## src/rtl/ldoc_pkg.sv

```systemverilog
// Shared types and constants for the list duplicate and order checker.
package ldoc_pkg;

  localparam int VALUE_W            = 32;
  localparam int COUNT_W            = 10;
  localparam int LIST_DEPTH_DEFAULT = 512;

  // Control part of a token that moves down the cell chain.
  typedef struct packed {
    logic valid;
    logic last;
    logic dup;
  } tok_ctl_t;

endpackage

```

## src/rtl/ldoc_cell.sv

```systemverilog
// One chain cell: holds the list element of its position and checks passing tokens.
module ldoc_cell
  import ldoc_pkg::*;
#(
  parameter int CW  = 10,
  parameter int IDX = 0
) (
  input  logic                      clk,
  input  logic                      rst,
  input  logic                      advance,
  input  tok_ctl_t                  ctl_in,
  input  logic [CW-1:0]             idx_in,
  input  logic signed [VALUE_W-1:0] value_in,
  output tok_ctl_t                  ctl_out,
  output logic [CW-1:0]             idx_out,
  output logic signed [VALUE_W-1:0] value_out
);

  logic signed [VALUE_W-1:0] stored;
  logic                      hit;
  logic                      take;

  // Compare only against an entry that belongs to an earlier element of the same list.
  assign hit  = ctl_in.valid && (idx_in > CW'(IDX)) && (stored == value_in);
  assign take = ctl_in.valid && (idx_in == CW'(IDX));

  always_ff @(posedge clk) begin
    if (rst) begin
      ctl_out <= '0;
    end else if (advance) begin
      ctl_out.valid <= ctl_in.valid;
      ctl_out.last  <= ctl_in.last;
      ctl_out.dup   <= ctl_in.dup | hit;
    end
  end

  always_ff @(posedge clk) begin
    if (advance) begin
      idx_out   <= idx_in;
      value_out <= value_in;
      if (take) begin
        stored <= value_in;
      end
    end
  end

endmodule

```

## config.mk

```make
export PLATFORM = sky130hd
export DESIGN_NAME = ldoc_cell
export DESIGN_NICKNAME = d
export VERILOG_FILES = /design/src/rtl/ldoc_pkg.sv /design/src/rtl/ldoc_cell.sv
export SDC_FILE = /design/constraint.sdc
export NUM_CORES = 1
export LEC_CHECK = 0
export ABC_AREA = 1
export ABC_CLOCK_PERIOD_IN_PS = 2300
export BUFFER_PORTS_ARGS = -buffer_cell sky130_fd_sc_hd__buf_4
export CAP_MARGIN = 30
export CORE_MARGIN = 8
export CORE_UTILIZATION = 45
export CTS_CLUSTER_SIZE = 30
export DETAILED_ROUTE_END_ITERATION = 12
export PLACE_DENSITY = 0.75
export RECOVER_POWER = 100
export SLEW_MARGIN = 5
export SYNTH_ARGS = -nofsm -noshare
export SYNTH_HDL_FRONTEND = slang
export SYNTH_SLANG_ARGS = --single-unit
```

## constraint.sdc

```tcl
create_clock -name clk -period 2.3 [get_ports clk]
set_input_delay 0 -clock clk [delete_from_list [all_inputs] [get_ports clk]]
set_output_delay 0 -clock clk [all_outputs]
set_load 0.03 [all_outputs]
```

* Word-level counts from Yosys, hierarchy flattened
Index checks and enable logic that the tools add are counted.
** Operators by class
- Reduce and logical (&&, ||, !) cells :: 5
- $add $sub $neg :: 0
- Magnitude comparators :: 1
- Muxes and demuxes :: 0
- Equality and inequality tests :: 1
- Multipliers :: 0
- Bitwise operators :: 1
- Shift-type cells :: 0
- Div/mod/pow operators :: 0
** Operator list (number)
- $eq 32x32->1 :: 1
- $gt 10x1->1 const B :: 1
- $logic_not 10->1 :: 1
- $logic_and 1x1->1 :: 3
- $reduce_and 2->1 :: 1
- $or 1x1->1 :: 1
** Storage, ports and cells
- Output and inout port bits :: 45
- Word-level logic and storage cells :: 14
- Register bits after elaboration :: 77
- ROM bits :: 0
- Input port bits :: 48
- Memories :: 0
- Latch bits :: 0
- RAM bits :: 0

* Logic depth before layout (Yosys ltp)
- Word-level depth :: 4
- Gate-level depth with buffers :: 10
- Depth with buffers taken out :: 10

* Least setup slack after synthesis
Ideal clock, no wire load.
- Path kind :: in2reg
- From :: input port idx_in[3]
- To :: register stored[0], enable pin
- Library setup time :: 421 ps
- Buffers on the path :: 0
- Cell stages on the path :: 4
- Data required time :: 1879 ps
- Setup slack :: 126 ps
- Data arrival time :: 1753 ps
- Cell sequence :: or2_1 -> nor2_1 -> nand3_1 -> nor2_1
** On the way
- Longest elaborated chain between the ends :: 3
** Ends and longest elaborated chain
- start: declaration :: line ldoc_cell.sv:12 : input logic [CW-1:0] idx_in,
- $logic_not 10->1 :: line ldoc_cell.sv:25 : assign take = ctl_in.valid && (idx_in == CW'(IDX));
- $logic_and 1x1->1 :: line ldoc_cell.sv:25
- $reduce_and 2->1 (no source line)
- end signal: assignment :: line ldoc_cell.sv:42 : stored <= value_in;
- end: declaration :: line ldoc_cell.sv:19 : logic signed [VALUE_W-1:0] stored;
No other way between the ends.
A chain may end at the register's enable or synchronous reset.

* Worst setup path after layout
- From :: input port idx_in[3]
- To :: register stored[13], enable pin
The elaborated chain is that of the path after synthesis.

==> impl_metrics.env <==
export IMPL_viasPerCell=4.43
export IMPL_syn_inst=228
export IMPL_p_sw_share_pct=25.3
export IMPL_instances_no_fill=461
export IMPL_ys_ff_latch=77
export IMPL_slew_headroom_pct=26.0
export IMPL_netlist_area_um2=2940
export IMPL_hold_path_class="primary input to register"
export IMPL_final_hold_violation_count=0
export IMPL_syn_nets=276
export IMPL_wl_um=6380
export IMPL_rsz0062_at_grt="false"
export IMPL_ff2ff_path_depth=9
export IMPL_intPower_mw=2.11
export IMPL_post_route_drc_count=0
export IMPL_reg2reg_from="stored[27]"
export IMPL_grt_remaining_overflow=0
export IMPL_hpwl_um=4360
export IMPL_dp_cells=399
export IMPL_arrival_ns=1.82
export IMPL_worst_slack_ns=0.520
export IMPL_track_usage_pct=14.1
export IMPL_criticalPathCategory="primary input to register"
export IMPL_core_um2=6350
export IMPL_slew_viol_final=0
export IMPL_worst_ep_required_time_ns=2.34
export IMPL_grt_start_max_net_pins=46
export IMPL_wl_per_cell_um=13.8
export IMPL_avgSynthCellArea_um2=12.9
export IMPL_finalCritPeriodShare_pct=77.4
export IMPL_dieArea_um2=9380
export IMPL_tightest_slew_ns=1.11
export IMPL_areaGrowthSynthToFinish_pct=39.0
export IMPL_mostFrequentLayoutCells="clkbuf_1 (79), edfxtp_1 (74), nand2_1 (56)"
export IMPL_pre_cts_slack_ns=0.720
export IMPL_cts_path_max_buffers=2
export IMPL_ios=93
export IMPL_die_w_um=96.9
export IMPL_grt_pass1_vias=2144
export IMPL_critPathLaunchType="primary input"
export IMPL_crit_start="idx_in[3]"
export IMPL_setup_viol_count_final=0
export IMPL_clockRootBuffer="clkbuf_8"
export IMPL_finalClockSkew_ns=0.00840
export IMPL_path_clk_slew_ns=0.07
export IMPL_nFillCells=548
export IMPL_seqPwrFrac_pct=57.6
export IMPL_synth_area_top_cells="edfxtp_1 (76%), nand2_1 (7.1%), inv_1 (5.2%)"
export IMPL_nets=427
export IMPL_ir_drop_mv=0.482
export IMPL_finalSetupTns_ns=0
export IMPL_yosys_warnings=0
export IMPL_cap_violations=0
export IMPL_worstHoldPathCells=3
export IMPL_numCtsBuffers=9
export IMPL_power_density_nw_per_um2=689
export IMPL_firstDrtPassIters=4
export IMPL_whs_ns=0.216
export IMPL_cts_tree="yes"
export IMPL_status="completed"
export IMPL_hold_start="advance"
export IMPL_power_leakage_nw=1.60
export IMPL_antenna_left=0
export IMPL_synth_top_area_share_pct=75.5
export IMPL_clkSinkCount=77
export IMPL_clk_latency_ns=0.34
export IMPL_crit_path_end_kind="register"
export IMPL_vias=2043
export IMPL_yosysTopAreaCell="edfxtp_1"
export IMPL_die_y_um=96.9
export IMPL_layout_drive_gt1_share_pct=8.36
export IMPL_pwr_share_comb_pct=12.8
export IMPL_ys_types=14
export IMPL_final_common_cell="clkbuf_1"
export IMPL_worstPathMaxFanout=17
export IMPL_pwr_share_clk_pct=29.6
export IMPL_grt_pass1_wl_um=10600
export IMPL_post_route_min_period_ns=1.78
export IMPL_initial_core_util_pct=46.3
export IMPL_power_mw=2.82
export IMPL_ys_seq_area_share_pct=77.6
export IMPL_cts_htree_levels=3
export IMPL_fmax_ghz=0.562
export IMPL_drt_initial_drc_count=84
export IMPL_num_rows=29
export IMPL_switchingPower_uw=712
export IMPL_port_buffers=92
export IMPL_gp_congestion=0.726
export IMPL_antenna_found_initial=1
## flip-flops by register name (all words and copies together) (netlist names)
name	flops
stored	32
idx_out	10
ctl_out	3
value_out	32
## worst max-delay path: stages
cell and delay (ns):
dlygate4sd3_1 0.54, clkbuf_4 0.14, or2_1 0.22, nor2_1 0.10
nand3_1 0.15, nor2_4 0.44, buf_12 0.22
## final timing paths
check / end / slack, ns
worst min-delay path: stored[31] / 0.22
worst max register to register: ctl_out[0] / 1.11
worst max-delay path: stored[13] / 0.52
worst min register to register: ctl_out[1] / 0.51
## logic make-up (layout without fill, tap and decap cells)
| group | Yosys count | in the layout | synth area share, % |
|---|---|---|---|
| other cells | 0 | 1 | 0 |
| simple gates | 86 | 86 | 11.4 |
| flops | 77 | 77 | 77.6 |
| xor+xnor | 11 | 11 | 3.28 |
| buf+inv | 41 | 196 | 5.23 |
| compound gates | 13 | 13 | 2.55 |
## layer usage
layer / global-route usage [%] / vias to the layer above / routed length (um)
li1: - / 1050 / -
met1: 16.3 / 918 / 2830
met2: 22.9 / 68 / 3070
met3: 6.05 / 7 / 380
met4: 4.85 / 0 / 93
met5: 0 / - / 0
## synth_stat cells
cell      number
edfxtp_1      74
nand2_1       56
inv_1         41
nor2_1        23
o21ai_0       10
xnor2_1        9
nand3_1        5
dfxtp_1        3
xor2_1         2
a21boi_2       1
a21oi_1        1
a21oi_2        1
nand4_1        1
or2_1          1
## metrics by stage
step | area (um^2) | util [%]
final | 4090 | 64.4
after global routing | 4090 | 64.4
after CTS | 4380 | 69.0
after detailed placement | 3760 | 59.3
after global placement | 3760 | 59.3
after floorplan | 2940 | -
## cell type report
cell class / count / area [um^2] / area share (%)
Antenna cell: 1 / 2.50 / 0.0612
Clock buffer: 10 / 128 / 3.12
Clock inverter: 5 / 28.8 / 0.704
Inverter: 41 / 154 / 3.76
Multi-Input combinational cell: 110 / 513 / 12.5
Sequential cell: 77 / 2280 / 55.8
Tap cell: 77 / 96.3 / 2.36
Timing Repair Buffer: 140 / 883 / 21.6
## repair_timing
action | 4_1_cts | 5_1_grt
setup buffers | 0 | 0
hold buffers | 46 | 0
gates resized for setup | 0 | 0
hold endpoints to repair | 77 | 0
## power groups by stage
| stage | clock (mW) | sequential (mW) | combinational [mW] |
|---|---|---|---|
| 6_report | 0.835 | 1.62 | 0.361 |
| 3_3_place_gp | 0 | 1.65 | 0.374 |
| 4_1_cts | 0.868 | 1.62 | 0.443 |
| 2_1_floorplan | 0 | 1.79 | 0.0402 |
| 5_1_grt | 0.927 | 1.63 | 0.390 |
| 3_5_place_dp | 0 | 1.65 | 0.380 |
Power figures use the tool's default switching activity.
