==> src/rtl/ldoc_pkg.sv <==
// Shared types and constants for the list duplicate and order checker.
package ldoc_pkg;

  localparam int VALUE_W            = 32;
  localparam int COUNT_W            = 10;
  localparam int LIST_DEPTH_DEFAULT = 512;

  // Control part of a token that moves down the cell chain.
  typedef struct packed {
    logic valid;
    logic last;
    logic dup;
  } tok_ctl_t;

endpackage

==> src/rtl/ldoc_out_if.sv <==
// Output channel: one summary per list.
interface ldoc_out_if;
  import ldoc_pkg::*;

  logic               valid;
  logic               ready;
  logic               has_duplicate;
  logic               in_order;
  logic [COUNT_W-1:0] element_count;
  logic               overflow;

  modport source (output valid, output has_duplicate, output in_order,
                  output element_count, output overflow, input ready);
  modport sink   (input valid, input has_duplicate, input in_order,
                  input element_count, input overflow, output ready);
endinterface

==> src/rtl/ldoc_tail.sv <==
// Chain tail: folds tokens into per-list flags and holds the result register.
module ldoc_tail
  import ldoc_pkg::*;
#(
  parameter int CW    = 10,
  parameter int DEPTH = 512
) (
  input  logic                      clk,
  input  logic                      rst,
  input  tok_ctl_t                  ctl,
  input  logic [CW-1:0]             idx,
  input  logic signed [VALUE_W-1:0] value,
  output logic                      advance,
  ldoc_out_if.source                results
);

  logic                      dup_acc;
  logic                      desc_acc;
  logic                      ovf_acc;
  logic signed [VALUE_W-1:0] prev;

  logic          dup_all;
  logic          desc_all;
  logic          ovf_all;
  logic [CW-1:0] count;
  logic          fire;

  // Stall the chain only when a finished list meets a full, untaken result.
  assign advance = !(ctl.valid && ctl.last && results.valid && !results.ready);
  assign fire    = ctl.valid && advance;

  assign dup_all  = dup_acc | ctl.dup;
  assign desc_all = desc_acc | ((idx != '0) && (value < prev));
  assign ovf_all  = ovf_acc | (idx == CW'(DEPTH));
  assign count    = (idx == CW'(DEPTH)) ? idx : idx + 1'b1;

  always_ff @(posedge clk) begin
    if (rst) begin
      dup_acc       <= 1'b0;
      desc_acc      <= 1'b0;
      ovf_acc       <= 1'b0;
      prev          <= '0;
      results.valid <= 1'b0;
    end else begin
      if (fire && ctl.last) begin
        results.valid <= 1'b1;
      end else if (results.valid && results.ready) begin
        results.valid <= 1'b0;
      end
      if (fire) begin
        if (ctl.last) begin
          dup_acc               <= 1'b0;
          desc_acc              <= 1'b0;
          ovf_acc               <= 1'b0;
          prev                  <= '0;
          results.has_duplicate <= dup_all;
          results.in_order      <= !desc_all;
          results.element_count <= COUNT_W'(count);
          results.overflow      <= ovf_all;
        end else begin
          dup_acc  <= dup_all;
          desc_acc <= desc_all;
          ovf_acc  <= ovf_all;
          prev     <= value;
        end
      end
    end
  end

  a_load_from_last: assert property (@(posedge clk) disable iff (rst)
    results.valid && !$past(results.valid) |-> $past(ctl.valid && ctl.last))
    else $error("result appeared without a last token");

  a_stall_cause: assert property (@(posedge clk) disable iff (rst)
    !advance |-> results.valid && !results.ready)
    else $error("chain stalled with free result register");

  a_ovf_count: assert property (@(posedge clk) disable iff (rst)
    results.valid && results.overflow |-> results.element_count == COUNT_W'(DEPTH))
    else $error("overflow reported with unsaturated count");

  a_held_result: assert property (@(posedge clk) disable iff (rst)
    results.valid && !results.ready |=> results.valid && $stable(results.element_count))
    else $error("stalled result changed");

endmodule

==> src/flat_wrapper.sv <==
// flat-port wrapper written by rule: the top's interface ports become plain ports
module ldoc_tail_flat import ldoc_pkg::*;
#(
  parameter int CW    = 10,
  parameter int DEPTH = 512
)
  (clk, rst, ctl, idx, value, advance, results_valid, results_has_duplicate, results_in_order, results_element_count, results_overflow, results_ready);
  ldoc_out_if results_i ();
  input  logic clk;
  input  logic rst;
  input  tok_ctl_t ctl;
  input  logic [CW-1:0] idx;
  input  logic signed [VALUE_W-1:0] value;
  output logic advance;
  output wire logic [$bits(results_i.valid)-1:0] results_valid;
  output wire logic [$bits(results_i.has_duplicate)-1:0] results_has_duplicate;
  output wire logic [$bits(results_i.in_order)-1:0] results_in_order;
  output wire logic [$bits(results_i.element_count)-1:0] results_element_count;
  output wire logic [$bits(results_i.overflow)-1:0] results_overflow;
  input wire logic [$bits(results_i.ready)-1:0] results_ready;
  assign results_valid = results_i.valid;
  assign results_has_duplicate = results_i.has_duplicate;
  assign results_in_order = results_i.in_order;
  assign results_element_count = results_i.element_count;
  assign results_overflow = results_i.overflow;
  assign results_i.ready = results_ready;
  ldoc_tail #(.CW(CW), .DEPTH(DEPTH)) u_core (.clk(clk), .rst(rst), .ctl(ctl), .idx(idx), .value(value), .advance(advance), .results(results_i));
endmodule
==> config.mk <==
export PLATFORM = sky130hd
export DESIGN_NAME = ldoc_tail_flat
export DESIGN_NICKNAME = d
export VERILOG_FILES = /design/src/rtl/ldoc_pkg.sv /design/src/rtl/ldoc_out_if.sv /design/src/rtl/ldoc_tail.sv /design/src/flat_wrapper.sv
export SDC_FILE = /design/constraint.sdc
export NUM_CORES = 1
export LEC_CHECK = 0
export ABC_AREA = 1
export BUFFER_PORTS_ARGS = -buffer_cell sky130_fd_sc_hd__buf_2
export CAP_MARGIN = 20
export CORE_MARGIN = 2
export CORE_UTILIZATION = 29
export CTS_BUF_LIST = sky130_fd_sc_hd__clkbuf_4 sky130_fd_sc_hd__clkbuf_8
export DETAILED_ROUTE_END_ITERATION = 8
export HOLD_SLACK_MARGIN = 0.05
export PLACE_DENSITY_LB_ADDON = 0.08
export SYNTH_ARGS = -nofsm -noshare
export SYNTH_HDL_FRONTEND = slang
export SYNTH_SLANG_ARGS = --single-unit
==> constraint.sdc <==
create_clock -name clk -period 5.8 [get_ports clk]
set_input_delay 0.87 -clock clk [delete_from_list [all_inputs] [get_ports clk]]
set_output_delay 0.87 -clock clk [all_outputs]
set_load 0.05 [all_outputs]
Yosys cells after proc, flatten, opt, wreduce, memory -nomap -nowiden
Cells that the tools add are included. Widths: inputs -> output; s select.

Add/sub/neg operators: 1. Order comparisons: 1. Eq/ne operators: 1. Muxes and demuxes: 7. Bitwise logic cells: 4. Reduce and logical (&&, ||, !) cells: 13.

Operators with widths (count): $lt 32x32->1 (1); $mux 32 (1); $add 10x1->10 const B (1); $eq 10x10->1 const B (1); $mux 10 (1); $reduce_bool 10->1 (1); $logic_and 1x1->1 (7); $mux 1 (5); $logic_not 1->1 (3); $or 1x1->1 (3); $reduce_and 3->1 (1); $reduce_bool 2->1 (1); $not 1->1 (1).

Bits in registers: 49.

Depth between registers and ports, before layout
Depth after elaboration: 7. Mapped depth: 16.

Worst setup path after synthesis
No wires, ideal clock.

Path kind: input -> register. Start point: input port rst. End point: register u_core.results.element_count[0], enable pin. Arrival: 2.029 ns. Required time: 5.400 ns. Slack: 3.372 ns. Stages on the path: 2. Buffers on the path: 1. Cells stage by stage: clkbuf_1 > nor3_1.

Word-level cells in the longest chain between the ends: 2.

RTL lines: start: declaration (RTL line flat_wrapper.sv:10) `input logic rst;`; $not 1->1 (no line); $reduce_and 3->1 (no line); end signal: assignment (RTL line ldoc_tail.sv:58) `results.element_count <= COUNT_W'(count);`; end: declaration (RTL line ldoc_out_if.sv:13) `output element_count, output overflow, input ready);`.

No other way between the ends. A chain may end at the register's enable or synchronous reset.

Final worst setup path
Start point: input port results_ready. End point: output port advance.

Word-level cells in the longest chain between the ends: 3.

RTL lines: start: declaration (RTL line flat_wrapper.sv:20) `input wire logic [$bits(results_i.ready)-1:0] results_ready;`; $logic_not 1->1 (RTL line ldoc_tail.sv:29) `assign advance = !(ctl.valid && ctl.last && results.valid && !results.ready);`; $logic_and 1x1->1 (RTL line ldoc_tail.sv:29); $logic_not 1->1 (RTL line ldoc_tail.sv:29); end: declaration (RTL line flat_wrapper.sv:14) `output logic advance;`.

No other way between the ends.

==> reports/metrics.yaml <==
clock_tree:
  cts_hold_buf: 0
  clock_path_buffers: 2
  cts_tree: "yes"
  htreeDepth: 2
  clockRootBuffer: "clkbuf_8"
  cts_sinks: 49
  cts_setup_buffers: 0
  cts_resized: 0
  clkLatencyLatePin_ns: 0.31
  clk_pin_slew_ns: 0.10
  cts_buffers: 5
yosys:
  synth_area_sq_mm: 0.002748
  synthMuxAreaShare_pct: 0
  ys.warnings.count: 0
  synth_top_family_by_area: "simple AND/OR/NAND/NOR gates"
  syn-mean-instance-area_sq_um: 7.740
  netlist_instances: 355
  synth_xor_xnor_area_share_pct: 2.550
  synth-simple-area-share_pct: 20.95
  synth-seq-cells: 49
  synth-adder-area-share_pct: 15.03
  synth_compound_area_share_pct: 11.48
  syn_nets: 436
  seq_area_frac_synth_pct: 40.44
  ys_types: 25
drt:
  viasPerCell: 4.369
  wl_per_cell_um: 11.01
  ant_nets: 0
  firstDrtPassIters: 4
  drt_iter0_drc: 61
  drt-total-wl_mm: 5.791
  vias: 2298
  drcViolationCount: 0
power:
  p_leak_nw: 1.425
  peakVddDrop_v: 0.00009363
  power.density_mw_per_mm2: 217.1
critical_path:
  critPathArrivalTime_ns: 1.48
  path_delay_family: "buffers and inverters"
  r2r.worst_path.cells: 14
  crit_fanout: 3
  rrSetupSlack_ns: 3.96
  cp-startpoint: "results_ready"
  critPathKind: "input pin to primary output"
  cp-end-kind: "primary output"
  worst-endpoint-required_ns: 4.93
  critPathMaxStageDelay_ns: 0.23
  path_common_cell: "buf_2"
  timing.rr.end: "u_core.results.in_order$_DFFE_PP_"
  crit_chain: "buf_2, nor2_2, nand3_2, buf_2"
  cp-start-kind: "input pin"
  r2r_start: "u_core.prev[5]$_SDFFE_PP0P_"
  slowest_stage: "buf_2"
  critPathBufInv: 2
timing:
  fin_setup_tns_ns: 0
  rsz0062_at_grt: "no"
  finalClockSkew_ns: 0.01317
  min_period_ns: 2.350
  fmax_mhz: 425.5
  fin_ws_ns: 3.450
  worst_slew_pin_slew_ns: 1.022
  report.final.slew_viol_count: 0
  setup_viol: 0
  max-slew-margin-rel_pct: 31.52
  period_share_pct: 40.52
  hold_violations: 0
die:
  io_pins: 63
  die_x_um: 101.3
  core_sq_mm: 0.009196
  initial_core_util_pct: 29.88
  die_height_um: 101.3
  die-area_sq_mm: 0.01027
  num_rows: 35
placement:
  placed_area_sq_mm: 0.003162
  numPortBuffers: 62
  dp_hpwl_mm: 4.191
  gp_congestion: 0.7374
  dp_slack_ns: 3.200
cells_and_area:
  final_cell_mix: "103 x nand2_1, 62 x buf_2, 55 x inv_1"
  antenna_cells: 0
  nFillCells: 1049
  nNetsFinal: 495
  drive_above_1_share_pct: 20.48
  design_area_sq_mm: 0.003256
  areaGrowthSynthToFinish_pct: 18.49
  final_common_cell: "nand2_1"
global_route:
  grt_pass1_wl_mm: 9.632
  antenna_found_initial: 1
  track_usage_pct: 11.91
  grt_max_degree: 36
  grt_pass1_vias: 2146
  overflow: 0
hold_path:
  hold_path.class: "flop to flop"
  hold_path_depth: 2
  worst_hold_path.endpoint: "u_core.prev[19]$_SDFFE_PP0P_"
  worstHoldStart: "u_core.prev[19]$_SDFFE_PP0P_"
status:
  status: "finished clean"
job:
  maxCapViolCount: 0
## metal layers
metal  part of all wire, %  global-route usage (%)
met1                    49                   15.07
met2                    44                   19.66
met3                   6.1                   3.382
met4                  0.95                   3.742
met5                     0                       0
## layout make-up
class                           instances  area [sq um]  area share, %
Timing Repair Buffer                   62         310.3          9.531
Sequential cell                        49          1111          34.13
Clock inverter                          3         25.02         0.7686
Clock buffer                            5         68.82          2.114
Inverter                               58         217.7          6.687
Tap cell                              111         138.9          4.266
Multi-Input combinational cell        238          1384          42.51
## worst min-delay path, stage by stage (launching register included)
cell	delay (ns)
dfxtp_1	0.32
nand2_1	0.06
a21oi_1	0.05
## where the power goes
part | internal [mW] | switching, mW | total [mW] | leakage [nW]
clock network | 0.0874 | 0.128 | 0.215 | 0.0447
registers | 0.364 | 0.00514 | 0.369 | 0.415
logic | 0.0464 | 0.0759 | 0.122 | 0.965
## worst max-delay path by stage
stage	slack, ns	depth (start not counted)	endpoint
after CTS	3.45	4	advance
after global routing	3.41	4	advance
after detailed placement	3.20	2	u_core.results.element_count[6]$_DFFE_PP_
after global placement	3.22	2	u_core.results.element_count[4]$_DFFE_PP_
final	3.45	4	advance
after floorplan	3.37	2	u_core.results.element_count[0]$_DFFE_PP_
## registers in the layout, indices dropped and copies added (netlist names)
signal	cells
u_core.prev	32
u_core.results.element_count	10
u_core.desc_acc	1
u_core.dup_acc	1
u_core.ovf_acc	1
u_core.results.has_duplicate	1
u_core.results.in_order	1
u_core.results.overflow	1
u_core.results.valid	1
## stage by stage
stage,utilization (%),instances,total power [mW],hold slack [ns]
5_1_grt,35.40,526,0.7536,0.4797
6_report,35.40,526,0.7068,0.4655
2_1_floorplan,-,355,0.4591,0.4399
3_3_place_gp,34.38,518,0.5020,0.4488
4_1_cts,35.40,526,0.7226,0.4706
3_5_place_dp,34.38,518,0.5026,0.4536
## synthesized netlist by cell type (all sizes together)
| library cell | number | area share, % |
|---|---|---|
| nor4 | 1 | 0.46 |
| ha | 33 | 15 |
| edfxtp | 13 | 14 |
| or2 | 1 | 0.23 |
| clkbuf | 4 | 0.55 |
| nand3 | 9 | 2.0 |
| nand2 | 104 | 14 |
| nor2 | 14 | 2.2 |
| a21oi | 51 | 9.6 |
| inv | 58 | 7.9 |
| o21ai | 7 | 1.3 |
| o21a | 1 | 0.27 |
| buf | 6 | 1.1 |
| nand4 | 3 | 0.68 |
| nor3 | 5 | 1.1 |
| xor2 | 8 | 2.6 |
| o211a | 1 | 0.36 |
| dfxtp | 36 | 26 |
## kinds of logic after synthesis
group                    Yosys count
flip-flops                        49
adder cells (fa/ha/maj)           33
buffers and inverters             68
XOR/XNOR                           8
AND/OR/NAND/NOR                  137
AO/OA/AOI/OAI                     60
No activity file was read; power rests on OpenSTA's default activity.
